**src/rtl/core/uartrb_pkg.sv**
```systemverilog
// shared types and constants for the uart register block
package uartrb_pkg;

  // request codes on the cmd field
  typedef enum logic [1:0] {
    CMD_READ  = 2'd0,
    CMD_WRITE = 2'd1,
    CMD_RX    = 2'd2
  } cmd_e;

  // register offsets
  localparam logic [2:0] REG_DATA = 3'd0;
  localparam logic [2:0] REG_IER  = 3'd1;
  localparam logic [2:0] REG_ISR  = 3'd2;
  localparam logic [2:0] REG_LC   = 3'd3;
  localparam logic [2:0] REG_MC   = 3'd4;
  localparam logic [2:0] REG_LS   = 3'd5;
  localparam logic [2:0] REG_MS   = 3'd6;

  localparam int unsigned NUM_REGS = 8;

  // register bits and values
  localparam int unsigned LC_DLAB_BIT = 7;
  localparam int unsigned IER_RX_BIT  = 0;
  localparam int unsigned IER_TX_BIT  = 1;
  localparam logic [7:0]  LS_THRE     = 8'h20;
  localparam logic [7:0]  LS_TEMT     = 8'h40;
  localparam logic [7:0]  LS_DR       = 8'h01;
  localparam logic [7:0]  IIR_RX      = 8'h04;
  localparam logic [7:0]  IIR_TX      = 8'h02;
  localparam logic [7:0]  IIR_NONE    = 8'h01;
  localparam logic [7:0]  RX_EMPTY    = 8'hff;

  // controller to datapath commands
  typedef struct packed {
    logic capture;
    logic commit;
  } dp_cmd_t;

endpackage

```
**src/rtl/core/uartrb_ram.sv**
```systemverilog
// generic single-port-write, registered-read ram
module uartrb_ram #(
  parameter int unsigned WIDTH = 8,
  parameter int unsigned DEPTH = 16
) (
  input  logic                     clk_i,
  input  logic                     we_i,
  input  logic [$clog2(DEPTH)-1:0] waddr_i,
  input  logic [WIDTH-1:0]         wdata_i,
  input  logic [$clog2(DEPTH)-1:0] raddr_i,
  output logic [WIDTH-1:0]         rdata_o
);

  logic [WIDTH-1:0] mem_q [DEPTH];
  logic [WIDTH-1:0] rdata_q;

  always_ff @(posedge clk_i) begin
    if (we_i) begin
      mem_q[waddr_i] <= wdata_i;
    end
    rdata_q <= mem_q[raddr_i];
  end

  assign rdata_o = rdata_q;

endmodule

```
**src/rtl/core/uartrb_ctrl.sv**
```systemverilog
// request sequencer for the uart register block
module uartrb_ctrl (
  input  logic               clk_i,
  input  logic               rst_ni,
  input  logic               in_valid_i,
  output logic               in_ready_o,
  output logic               out_valid_o,
  input  logic               out_ready_i,
  output uartrb_pkg::dp_cmd_t dp_cmd_o
);

  typedef enum logic {
    ST_IDLE,
    ST_EXEC
  } state_e;

  state_e state_q;
  logic   out_valid_q;
  logic   capture;
  logic   commit;

  assign in_ready_o = (state_q == ST_IDLE);
  assign capture    = in_valid_i & in_ready_o;
  // execute once the output register is free or being emptied
  assign commit     = (state_q == ST_EXEC) & (~out_valid_q | out_ready_i);

  always_ff @(posedge clk_i or negedge rst_ni) begin
    if (!rst_ni) begin
      state_q     <= ST_IDLE;
      out_valid_q <= 1'b0;
    end else begin
      case (state_q)
        ST_IDLE: begin
          if (capture) begin
            state_q <= ST_EXEC;
          end
        end
        ST_EXEC: begin
          if (commit) begin
            state_q <= ST_IDLE;
          end
        end
        default: begin
          state_q <= ST_IDLE;
        end
      endcase
      if (commit) begin
        out_valid_q <= 1'b1;
      end else if (out_ready_i) begin
        out_valid_q <= 1'b0;
      end
    end
  end

  assign out_valid_o      = out_valid_q;
  assign dp_cmd_o.capture = capture;
  assign dp_cmd_o.commit  = commit;

endmodule

```
**src/rtl/core/uartrb_dp.sv**
```systemverilog
// register file, receive ring pointers and result registers
module uartrb_dp #(
  parameter int unsigned RX_DEPTH = 16
) (
  input  logic                clk_i,
  input  logic                rst_ni,
  input  uartrb_pkg::dp_cmd_t dp_cmd_i,
  input  logic [1:0]          cmd_i,
  input  logic [2:0]          offset_i,
  input  logic [7:0]          wdata_i,
  input  logic [7:0]          rx_byte_i,
  output logic [7:0]          rdata_o,
  output logic                tx_valid_o,
  output logic [7:0]          tx_byte_o,
  output logic                rx_dropped_o
);

  localparam int unsigned PTR_W = $clog2(RX_DEPTH);
  localparam logic [PTR_W-1:0] PtrLast = PTR_W'(RX_DEPTH - 1);

  // captured request
  logic [1:0] cmd_q;
  logic [2:0] off_q;
  logic [7:0] wdata_q;
  logic [7:0] rx_byte_q;

  // architectural state
  logic [7:0]       reg_file_q [uartrb_pkg::NUM_REGS];
  logic [PTR_W-1:0] rd_ptr_q, rd_ptr_d;
  logic [PTR_W-1:0] wr_ptr_q, wr_ptr_d;

  // result registers
  logic [7:0] rdata_q, rdata_d;
  logic       tx_valid_q, tx_valid_d;
  logic [7:0] tx_byte_q, tx_byte_d;
  logic       rx_dropped_q, rx_dropped_d;

  logic             ram_we;
  logic [7:0]       ram_rdata;
  logic             has_data;
  logic [PTR_W-1:0] wr_next;
  logic [PTR_W-1:0] rd_next;
  logic             is_bus;
  logic             is_wr;
  logic [7:0]       reg_new;
  logic [7:0]       reg_final;

  // head entry is read every cycle so it is ready in the execute cycle
  uartrb_ram #(
    .WIDTH(8),
    .DEPTH(RX_DEPTH)
  ) u_rx_ram (
    .clk_i  (clk_i),
    .we_i   (ram_we),
    .waddr_i(wr_ptr_q),
    .wdata_i(rx_byte_q),
    .raddr_i(rd_ptr_q),
    .rdata_o(ram_rdata)
  );

  assign has_data = (rd_ptr_q != wr_ptr_q);
  assign wr_next  = (wr_ptr_q == PtrLast) ? '0 : wr_ptr_q + 1'b1;
  assign rd_next  = (rd_ptr_q == PtrLast) ? '0 : rd_ptr_q + 1'b1;
  assign is_wr    = (cmd_q == uartrb_pkg::CMD_WRITE);
  assign is_bus   = (cmd_q == uartrb_pkg::CMD_READ) | is_wr;
  assign reg_new  = is_wr ? wdata_q : reg_file_q[off_q];

  always_comb begin
    ram_we       = 1'b0;
    rd_ptr_d     = rd_ptr_q;
    wr_ptr_d     = wr_ptr_q;
    reg_final    = reg_new;
    rdata_d      = 8'h00;
    tx_valid_d   = 1'b0;
    tx_byte_d    = 8'h00;
    rx_dropped_d = 1'b0;
    if (cmd_q == uartrb_pkg::CMD_RX) begin
      if (wr_next != rd_ptr_q) begin
        ram_we   = dp_cmd_i.commit;
        wr_ptr_d = wr_next;
      end else begin
        rx_dropped_d = 1'b1;
      end
    end else if (is_bus) begin
      case (off_q)
        uartrb_pkg::REG_DATA: begin
          if (is_wr) begin
            // line control is untouched by a data write
            if (!reg_file_q[uartrb_pkg::REG_LC][uartrb_pkg::LC_DLAB_BIT]) begin
              tx_valid_d = 1'b1;
              tx_byte_d  = wdata_q;
            end
          end else if (has_data) begin
            reg_final = ram_rdata;
            rd_ptr_d  = rd_next;
          end else begin
            reg_final = uartrb_pkg::RX_EMPTY;
          end
        end
        uartrb_pkg::REG_ISR: begin
          if (has_data && reg_file_q[uartrb_pkg::REG_IER][uartrb_pkg::IER_RX_BIT]) begin
            reg_final = uartrb_pkg::IIR_RX;
          end else if (reg_file_q[uartrb_pkg::REG_IER][uartrb_pkg::IER_TX_BIT]) begin
            reg_final = uartrb_pkg::IIR_TX;
          end else begin
            reg_final = uartrb_pkg::IIR_NONE;
          end
        end
        uartrb_pkg::REG_LS: begin
          reg_final = uartrb_pkg::LS_THRE | uartrb_pkg::LS_TEMT |
                      (has_data ? uartrb_pkg::LS_DR : 8'h00);
        end
        uartrb_pkg::REG_MC, uartrb_pkg::REG_MS: begin
          reg_final = 8'h00;
        end
        default: begin
          reg_final = reg_new;
        end
      endcase
      rdata_d = reg_final;
    end
  end

  always_ff @(posedge clk_i) begin
    if (dp_cmd_i.capture) begin
      cmd_q     <= cmd_i;
      off_q     <= offset_i;
      wdata_q   <= wdata_i;
      rx_byte_q <= rx_byte_i;
    end
    if (dp_cmd_i.commit) begin
      rdata_q      <= rdata_d;
      tx_valid_q   <= tx_valid_d;
      tx_byte_q    <= tx_byte_d;
      rx_dropped_q <= rx_dropped_d;
    end
  end

  always_ff @(posedge clk_i or negedge rst_ni) begin
    if (!rst_ni) begin
      rd_ptr_q <= '0;
      wr_ptr_q <= '0;
      for (int i = 0; i < uartrb_pkg::NUM_REGS; i++) begin
        reg_file_q[i] <= 8'h00;
      end
    end else if (dp_cmd_i.commit) begin
      rd_ptr_q <= rd_ptr_d;
      wr_ptr_q <= wr_ptr_d;
      if (is_bus) begin
        reg_file_q[off_q] <= reg_final;
      end
    end
  end

  assign rdata_o      = rdata_q;
  assign tx_valid_o   = tx_valid_q;
  assign tx_byte_o    = tx_byte_q;
  assign rx_dropped_o = rx_dropped_q;

endmodule

```
**src/rtl/core/uart_register_block_with_rx_fifo.sv**
```systemverilog
// top level of the uart register block with receive ring buffer
// A 16550-style register file of eight byte registers behind a request channel,
// with a receive ring of RX_DEPTH entries that holds up to RX_DEPTH-1 bytes.
// Each request is a bus read (cmd 0), a bus write (cmd 1) or an arriving
// serial byte (cmd 2); each request yields exactly one response carrying the
// register value after a bus access (zero for a serial byte), a transmit
// strobe with its byte, and a drop flag for a receive into a full ring. A
// request has a capture cycle, in which the ring head is read from its ram
// (registered read), and an execute cycle, in which registers, pointers and
// the response register are updated. The next request is taken only once the
// previous one has executed, but while its response may still wait in the
// output register; the execute cycle holds only while that register is full.
// No clearing pass after reset: ring entries are only read after being written.
module uart_register_block_with_rx_fifo #(
  parameter int unsigned RX_DEPTH = 16
) (
  input  logic       clk_i,
  input  logic       rst_ni,
  // request channel
  input  logic       in_valid_i,
  output logic       in_ready_o,
  input  logic [1:0] cmd_i,
  input  logic [2:0] offset_i,
  input  logic [7:0] wdata_i,
  input  logic [7:0] rx_byte_i,
  // response channel
  output logic       out_valid_o,
  input  logic       out_ready_i,
  output logic [7:0] rdata_o,
  output logic       tx_valid_o,
  output logic [7:0] tx_byte_o,
  output logic       rx_dropped_o
);

  // capture / commit strobes from the sequencer
  uartrb_pkg::dp_cmd_t dp_cmd;

  // sequencer: idle/execute and the response valid flag
  uartrb_ctrl u_ctrl (
    .clk_i      (clk_i),
    .rst_ni     (rst_ni),
    .in_valid_i (in_valid_i),
    .in_ready_o (in_ready_o),
    .out_valid_o(out_valid_o),
    .out_ready_i(out_ready_i),
    .dp_cmd_o   (dp_cmd)
  );

  // datapath: register file, ring pointers, ring ram and response registers
  uartrb_dp #(
    .RX_DEPTH(RX_DEPTH)
  ) u_dp (
    .clk_i       (clk_i),
    .rst_ni      (rst_ni),
    .dp_cmd_i    (dp_cmd),
    .cmd_i       (cmd_i),
    .offset_i    (offset_i),
    .wdata_i     (wdata_i),
    .rx_byte_i   (rx_byte_i),
    .rdata_o     (rdata_o),
    .tx_valid_o  (tx_valid_o),
    .tx_byte_o   (tx_byte_o),
    .rx_dropped_o(rx_dropped_o)
  );

endmodule
```
**config.mk**
```make
export PLATFORM = sky130hd
export DESIGN_NAME = uart_register_block_with_rx_fifo
export DESIGN_NICKNAME = d
export VERILOG_FILES = /design/src/rtl/core/uartrb_pkg.sv /design/src/rtl/core/uartrb_ram.sv /design/src/rtl/core/uartrb_ctrl.sv /design/src/rtl/core/uartrb_dp.sv /design/src/rtl/core/uart_register_block_with_rx_fifo.sv
export SDC_FILE = /design/constraint.sdc
export NUM_CORES = 1
export LEC_CHECK = 0
export ABC_AREA = 1
export BUFFER_PORTS_ARGS = -buffer_cell sky130_fd_sc_hd__clkbuf_2
export CAP_MARGIN = 10
export CORE_UTILIZATION = 50
export CTS_BUF_LIST = sky130_fd_sc_hd__clkbuf_16
export CTS_CLUSTER_DIAMETER = 100
export DETAILED_ROUTE_END_ITERATION = 10
export GPL_TIMING_DRIVEN = 0
export PLACE_DENSITY = 0.69
export SETUP_SLACK_MARGIN = 0.3
export SLEW_MARGIN = 15
export SYNTH_ARGS = -nofsm -noshare
export SYNTH_HDL_FRONTEND = slang
export SYNTH_SLANG_ARGS = --single-unit
```
**constraint.sdc**
```tcl
create_clock -name clk_i -period 2.4 [get_ports clk_i]
set_clock_uncertainty 0.15 [all_clocks]
set_input_delay 0.72 -clock clk_i [delete_from_list [all_inputs] [get_ports clk_i]]
set_output_delay 0.72 -clock clk_i [all_outputs]
set_load 0.01 [all_outputs]
```
== Word level (Yosys, flattened, before mapping) ==
Memories as Yosys holds them, arrays and structs flattened. A register that Yosys moved wholly into a read port is not among the register bits.
Index checks and enable logic that the tools add are counted.

* Bits in registers: 113
* Memory bits (writable): 128
* Input port bits: 25
* Output and inout port bits: 20
* Logic and storage cells: 86
* Memories: 1

* Add/sub/neg operators: 2
* Order comparisons: 2
* Eq/ne operators: 10
* Mux-type cells: 28
* Bitwise operators: 11
* Reductions and logical operators: 12

{| class="wikitable"
|+ Memories
! memory !! depth !! bits a word !! rd ports !! clocked after Yosys merged registers in !! write ports !! RTL line !! source
|-
| u_dp.u_rx_ram.mem_q || 16 || 8 || 1 || 1 || 1 || uartrb_ram.sv:14 || <nowiki>logic [WIDTH-1:0] mem_q [DEPTH];</nowiki>
|}

{| class="wikitable"
|+ Operators with widths
! cell !! count
|-
| $mux W8 || 9
|-
| $bwmux W64 || 1
|-
| $pmux W8 S4 || 1
|-
| $bmux W8 S3 || 1
|-
| $demux W8 S3 || 1
|-
| $mux W1 || 11
|-
| $eq A3 B3 Y1 const B || 3
|-
| $add A4 B1 Y4 const B || 2
|-
| $eq A4 B4 Y1 const B || 2
|-
| $mux W4 || 2
|-
| $ne A4 B4 Y1 || 2
|-
| $not A1 Y1 || 6
|-
| $reduce_and A6 Y1 || 1
|-
| $reduce_or A5 Y1 || 1
|-
| $ge A4 B4 Y1 const B || 1
|-
| $lt A4 B1 Y1 const B || 1
|-
| $not A3 Y4 || 1
|-
| $reduce_or A2 Y1 || 2
|-
| $reduce_or A4 Y1 || 1
|-
| $eq A3 B2 Y1 const B || 1
|-
| $logic_not A3 Y1 || 1
|-
| $reduce_and A3 Y1 || 1
|-
| $and A1 B1 Y1 || 2
|-
| $eq A2 B1 Y1 const B || 1
|-
| 8 further kinds || 10
|}

== Longest topological paths before layout ==
* Depth after elaboration: 10
* Gate-level depth with buffers: 16
* Depth with buffers taken out: 14

== By module ==
A second synthesis with hierarchy kept.

* Cells, all modules: 1,258
* Area, all modules: 11,419.7 um^2

{| class="wikitable"
|+ Modules (own cells, without submodules)
! module !! instances !! cells an instance !! area an instance (um^2) !! seq. area each (um^2)
|-
| uartrb_ram || 1 || 551 || 5,766.8 || 4,003.8
|-
| uartrb_dp || 1 || 694 || 5,545.3 || 2,972.9
|-
| uartrb_ctrl || 1 || 13 || 107.6 || 50.0
|}

== Worst setup path before layout ==
No wires, ideal clock.

* Path type: register to register
* From: register u_dp.wr_ptr_q[0]
* To: memory u_dp.u_rx_ram.mem_q[4][0] (enable)
* Setup time: 0.383 ns
* Data arrival time: 2.034 ns
* Required time: 1.867 ns
* Slack: -0.167 ns
* Stages on the path, launching flop included: 10
* Path buffers: 1
* Path through: dfrtp_1 -> inv_1 -> ha_1 -> xnor2_1 -> o21ai_0 -> a21oi_1 -> nand3_1 -> nand2_1 -> buf_2 -> nor3_1

* Cells in the longest elaborated chain, start to end: 7
* Elaborated cells between the ends (all ways): 8
* Those cells by class: 1 x add/sub; 2 x eq/ne; 5 x mux

{| class="wikitable"
|+ RTL lines
! what !! RTL line !! source
|-
| start, declared || uartrb_dp.sv:30 || <nowiki>logic [PTR_W-1:0] wr_ptr_q, wr_ptr_d;</nowiki>
|-
| start signal, assigned || uartrb_dp.sv:148 || <nowiki>wr_ptr_q <= wr_ptr_d;</nowiki>
|-
| $add A4 B1 Y4 / $eq A4 B4 Y1 (equally long branches) || uartrb_dp.sv:62 || <nowiki>assign wr_next = (wr_ptr_q == PtrLast) ? '0 : wr_ptr_q + 1'b1;</nowiki>
|-
| $mux W4 * || uartrb_dp.sv:62 ||
|-
| via u_dp.wr_next[1] || uartrb_dp.sv:41 || <nowiki>logic [PTR_W-1:0] wr_next;</nowiki>
|-
| $ne A4 B4 Y1 * || uartrb_dp.sv:78 || <nowiki>if (wr_next != rd_ptr_q) begin</nowiki>
|-
| $mux W1 * || uartrb_dp.sv:78 ||
|-
| $mux W1 * || uartrb_dp.sv:77 || <nowiki>if (cmd_q == uartrb_pkg::CMD_RX) begin</nowiki>
|-
| $mux W1 * || uartrb_ram.sv:18 || <nowiki>if (we_i) begin</nowiki>
|-
| $mux W1 (not written as such) * || uartrb_ram.sv:19 || <nowiki>mem_q[waddr_i] <= wdata_i;</nowiki>
|-
| end, declared || uartrb_ram.sv:14 ||
|}

The timed path passes the listed nets; every way through them passes the cells marked *.

== Worst setup path after layout ==
* From: register u_dp.wr_ptr_q[0]
* To: memory u_dp.u_rx_ram.mem_q[9][2] (enable)

Same word-level chain as after synthesis.

==> impl_metrics.json <==
{
  "tightestPinTransition_ns": 0.814,
  "crit_buf_inv": 3,
  "synth_most_common_cell": "sky130_fd_sc_hd__nand2_1",
  "hold_class": "in -> reg",
  "syn_to_layout_area_delta_pct": 28.4,
  "combinational_family_with_the_most_area_after_synthesis": "simple AND/OR/NAND/NOR gates",
  "dieWidth_um": 149,
  "power_switching_mw": 5.13,
  "drt-vias-per-instance": 5.57,
  "yosys-top-cells-area": "sky130_fd_sc_hd__edfxtp_1 (46%), sky130_fd_sc_hd__dfrtp_1 (17%), sky130_fd_sc_hd__nand2_1 (12%)",
  "setup_viol": 0,
  "full_die_area_um2": 22200,
  "p_comb_share_pct": 33.9,
  "cts_sinks": 249,
  "yosysSeqAreaShare_pct": 65.0,
  "synth.ff_latch_count": 249,
  "critPathLaunch": "u_dp.wr_ptr_q[0]",
  "cpLargestDelayFamily": "flip-flops",
  "worstPathCellList": "inv_4 > ha_4 > xnor2_2 > o21ai_1 > a21oi_2 > nand3_2 > nand2_4 > buf_12 > nor3_4 > buf_4",
  "cp.required_ns": 2.50,
  "worstSkewPairLatency_ns": 0.56,
  "layout.nets": 1261,
  "initial_cell_density_of_the_core_pct": 51.3,
  "cts_max_level": 1,
  "vdd.ir_drop.worst_mv": 0.789,
  "yosys.area_share.adder_pct": 1.04,
  "worst-path-max-fanout": 5,
  "post_dp_cell_area_um2": 11600,
  "reg2reg_depth": 10,
  "post-synth-top-area-cell": "sky130_fd_sc_hd__edfxtp_1",
  "dp_hpwl_mm": 17.6,
  "layout-drive-gt1-share_pct": 31.1,
  "grt_usage_pct": 25.5,
  "number_of_enable_type_register_cells_in_the_synthesized_netlist": 167,
  "setup.reg_to_reg.worst_slack_ns": 0.09,
  "max_cap_viol_count": 0,
  "sequentialPowerShare_pct": 40.5,
  "drv_slew": 0,
  "post_synth.cell_area_avg_um2": 10.0,
  "async_reset_ff_share_pct": 29.7,
  "non_filler_cells_final": 1521,
  "stdcell_area_um2": 13900,
  "grt_max_degree": 55,
  "hold_ws_ns": 0.189,
  "postRouteWirelength_mm": 29.1,
  "fin_crit_sh_pct": 96.4,
  "placeableCoreArea_um2": 21100,
  "grt_pass1_vias": 8024,
  "endpoint_kind": "flip-flop",
  "status": "finished clean",
  "pwr_density_cell_nw_per_um2": 998,
  "fp-row-count": 53,
  "syn_inst": 1079,
  "timing.critical_path.from_type": "flip-flop",
  "synth_cell_types": 31,
  "critical_path_start_end_classification": "reg -> reg",
  "port-buffer-count": 44,
  "io_pins": 45,
  "synth.mux.area_fraction_pct": 0,
  "worstPathArrival_ns": 2.42,
  "antenna_cells": 0,
  "layout.core_utilization_pct": 65.9,
  "synth-xor-area-share_pct": 0.405,
  "drt-initial-drc-count": 671,
  "critical_path_depth": 10,
  "drt.antenna.violating_nets": 0,
  "global_route_wire_length_before_repair_mm": 43.2,
  "power.leakage_nw": 6.06,
  "synth-simple-area-share_pct": 22.2,
  "setup.worst_path.end": "u_dp.u_rx_ram.mem_q[9][2]",
  "route.detailed.wl_per_inst_um": 19.2,
  "timing.final.crit_period_ns": 2.31,
  "synth.net_count": 1113,
  "drc": 0,
  "setup_repair_after_global_routing_missed_its_margin": "yes",
  "timing.fmax_mhz": 432,
  "cts_buffers": 25,
  "post_synth_instance_area_um2": 10800,
  "number_of_antenna_violations_at_the_first_check_in_global_routing": 0,
  "die_h_um": 149,
  "cts_tree": "built",
  "clockBufferDepth": 3,
  "hold_viol_final": 0,
  "nFillCells": 1557,
  "synth_top_area_share_pct": 46.4,
  "headroom_to_the_max_slew_limit_pct": 45.7,
  "gp_congestion": 0.926,
  "sw_frac_of_total_pct": 37.0,
  "cp_slowest_stage_delay_ns": 0.48,
  "timing.rr.start": "u_dp.wr_ptr_q[0]",
  "crit-reg2reg-capture": "u_dp.u_rx_ram.mem_q[9][2]",
  "yosys_warnings": 0,
  "power.share.clock_pct": 25.6,
  "globalRouteOverflowTotal": 0,
  "clk_pin_slew_worst_paths_ns": 0.07,
  "clock_tree_root": "sky130_fd_sc_hd__clkbuf_16",
  "p_int_mw": 8.74,
  "synth_ff_type": "sky130_fd_sc_hd__edfxtp_1",
  "synth_compound_area_share_pct": 6.87,
  "commonest_cells_in_the_synthesized_netlist": "sky130_fd_sc_hd__nand2_1 (351), sky130_fd_sc_hd__edfxtp_1 (167), sky130_fd_sc_hd__nor2_1 (106)",
  "critical_path.slowest_cell": "sky130_fd_sc_hd__dfrtp_2",
  "num_vias": 8467,
  "dr.pass1.iters": 6,
  "place.detailed.instances": 1399
}
-- kinds of logic after synthesis --
family | after synthesis
AO/OA/AOI/OAI | 132
flip-flops | 249
buffers and inverters | 120
AND/OR/NAND/NOR | 564
adder cells (fa/ha/maj) | 9
XOR/XNOR | 5
-- worst min path at each step --
| stage | endpoint | start | cells past startpoint |
|---|---|---|---|
| floorplan | u_ctrl.out_valid_o | rst_ni | 0 |
| global placement | u_dp.reg_file_q[2] | u_dp.reg_file_q[2] | 2 |
| detailed placement | u_dp.reg_file_q[1] | u_dp.reg_file_q[1] | 2 |
| CTS | u_dp.rx_byte_q[7] | rx_byte_i[7] | 1 |
| global route | u_dp.rx_byte_q[6] | rx_byte_i[6] | 1 |
| finish | u_dp.rx_byte_q[7] | rx_byte_i[7] | 1 |
-- routing by layer --
| layer | track usage (%) | vias to the layer above | wire, um |
|---|---|---|---|
| met5 | 0 | - | 0 |
| met4 | 10.6 | 0 | 1500 |
| met3 | 3.58 | 116 | 2110 |
| met2 | 43.5 | 384 | 14300 |
| met1 | 32.7 | 4060 | 11300 |
| li1 | - | 3907 | - |
-- power groups by stage --
| stage | registers (mW) | logic (mW) | clock network [mW] |
|---|---|---|---|
| finish | 5.62 | 4.70 | 3.55 |
| global route | 5.68 | 5.08 | 3.74 |
| CTS | 5.58 | 3.86 | 3.59 |
| detailed placement | 5.65 | 3.63 | 0 |
| global placement | 5.65 | 3.57 | 0 |
| floorplan | 5.54 | 2.52 | 0 |
-- per-stage QoR --
stage / setup WS, ns / power, mW / setup TNS [ns]
2_1_floorplan: 0.223 / 8.06 / 0
6_report: 0.0875 / 13.9 / 0
3_5_place_dp: -0.176 / 9.28 / -11.50
5_1_grt: 0.0357 / 14.5 / 0
4_1_cts: 0.143 / 13.0 / 0
3_3_place_gp: -0.380 / 9.22 / -27.27
-- cell type report --
type | count | area [um^2] | share of cell area (%)
sequential | 249 | 7030 | 50.6
multi-input combinational | 710 | 4050 | 29.2
timing repair buffer | 121 | 1060 | 7.66
clock buffer | 25 | 626 | 4.50
inverter | 82 | 353 | 2.54
tap | 275 | 344 | 2.48
buffer | 38 | 304 | 2.19
clock inverter | 21 | 116 | 0.838
-- flip-flops by register name (all words and copies together), names as in the netlist, 2 cells and up --
register and count:
u_dp.off_q 3, u_dp.rd_ptr_q 4, u_dp.rx_byte_q 8, u_dp.u_rx_ram.rdata_o 8
u_dp.wdata_q 8, u_dp.rdata_o 8, u_dp.cmd_q 2, u_dp.wr_ptr_q 4
u_dp.reg_file_q 64, u_dp.u_rx_ram.mem_q 128, u_dp.tx_byte_o 8
-- layout by cell type (no fill, tap or decap), drive strengths merged --
cell type and instances:
buf 95, nor3 20, o211ai 6, ha 9, o22ai 21, nor4 1, a21oi 10, xnor2 1
nor2 115, inv 89, xor2 4, edfxtp 167, dfxtp 8, clkbuf 88, nand2 371, clkinvlp 5
dfrtp 74, dlygate4sd3 1, clkinv 9, nand3 51, o221ai 11, o21ai 84, nand4 6
-- timing repair --
item | 4_1_cts | 5_1_grt
hold buffers | 1 | 0
pin swaps | 26 | 58
hold endpoints to repair | 20 | 0
gates cloned | 1 | 2
setup endpoints to repair | 208 | 213
setup buffers | 40 | 32
gates resized for setup | 39 | 204
Power figures use the tool's default switching activity.
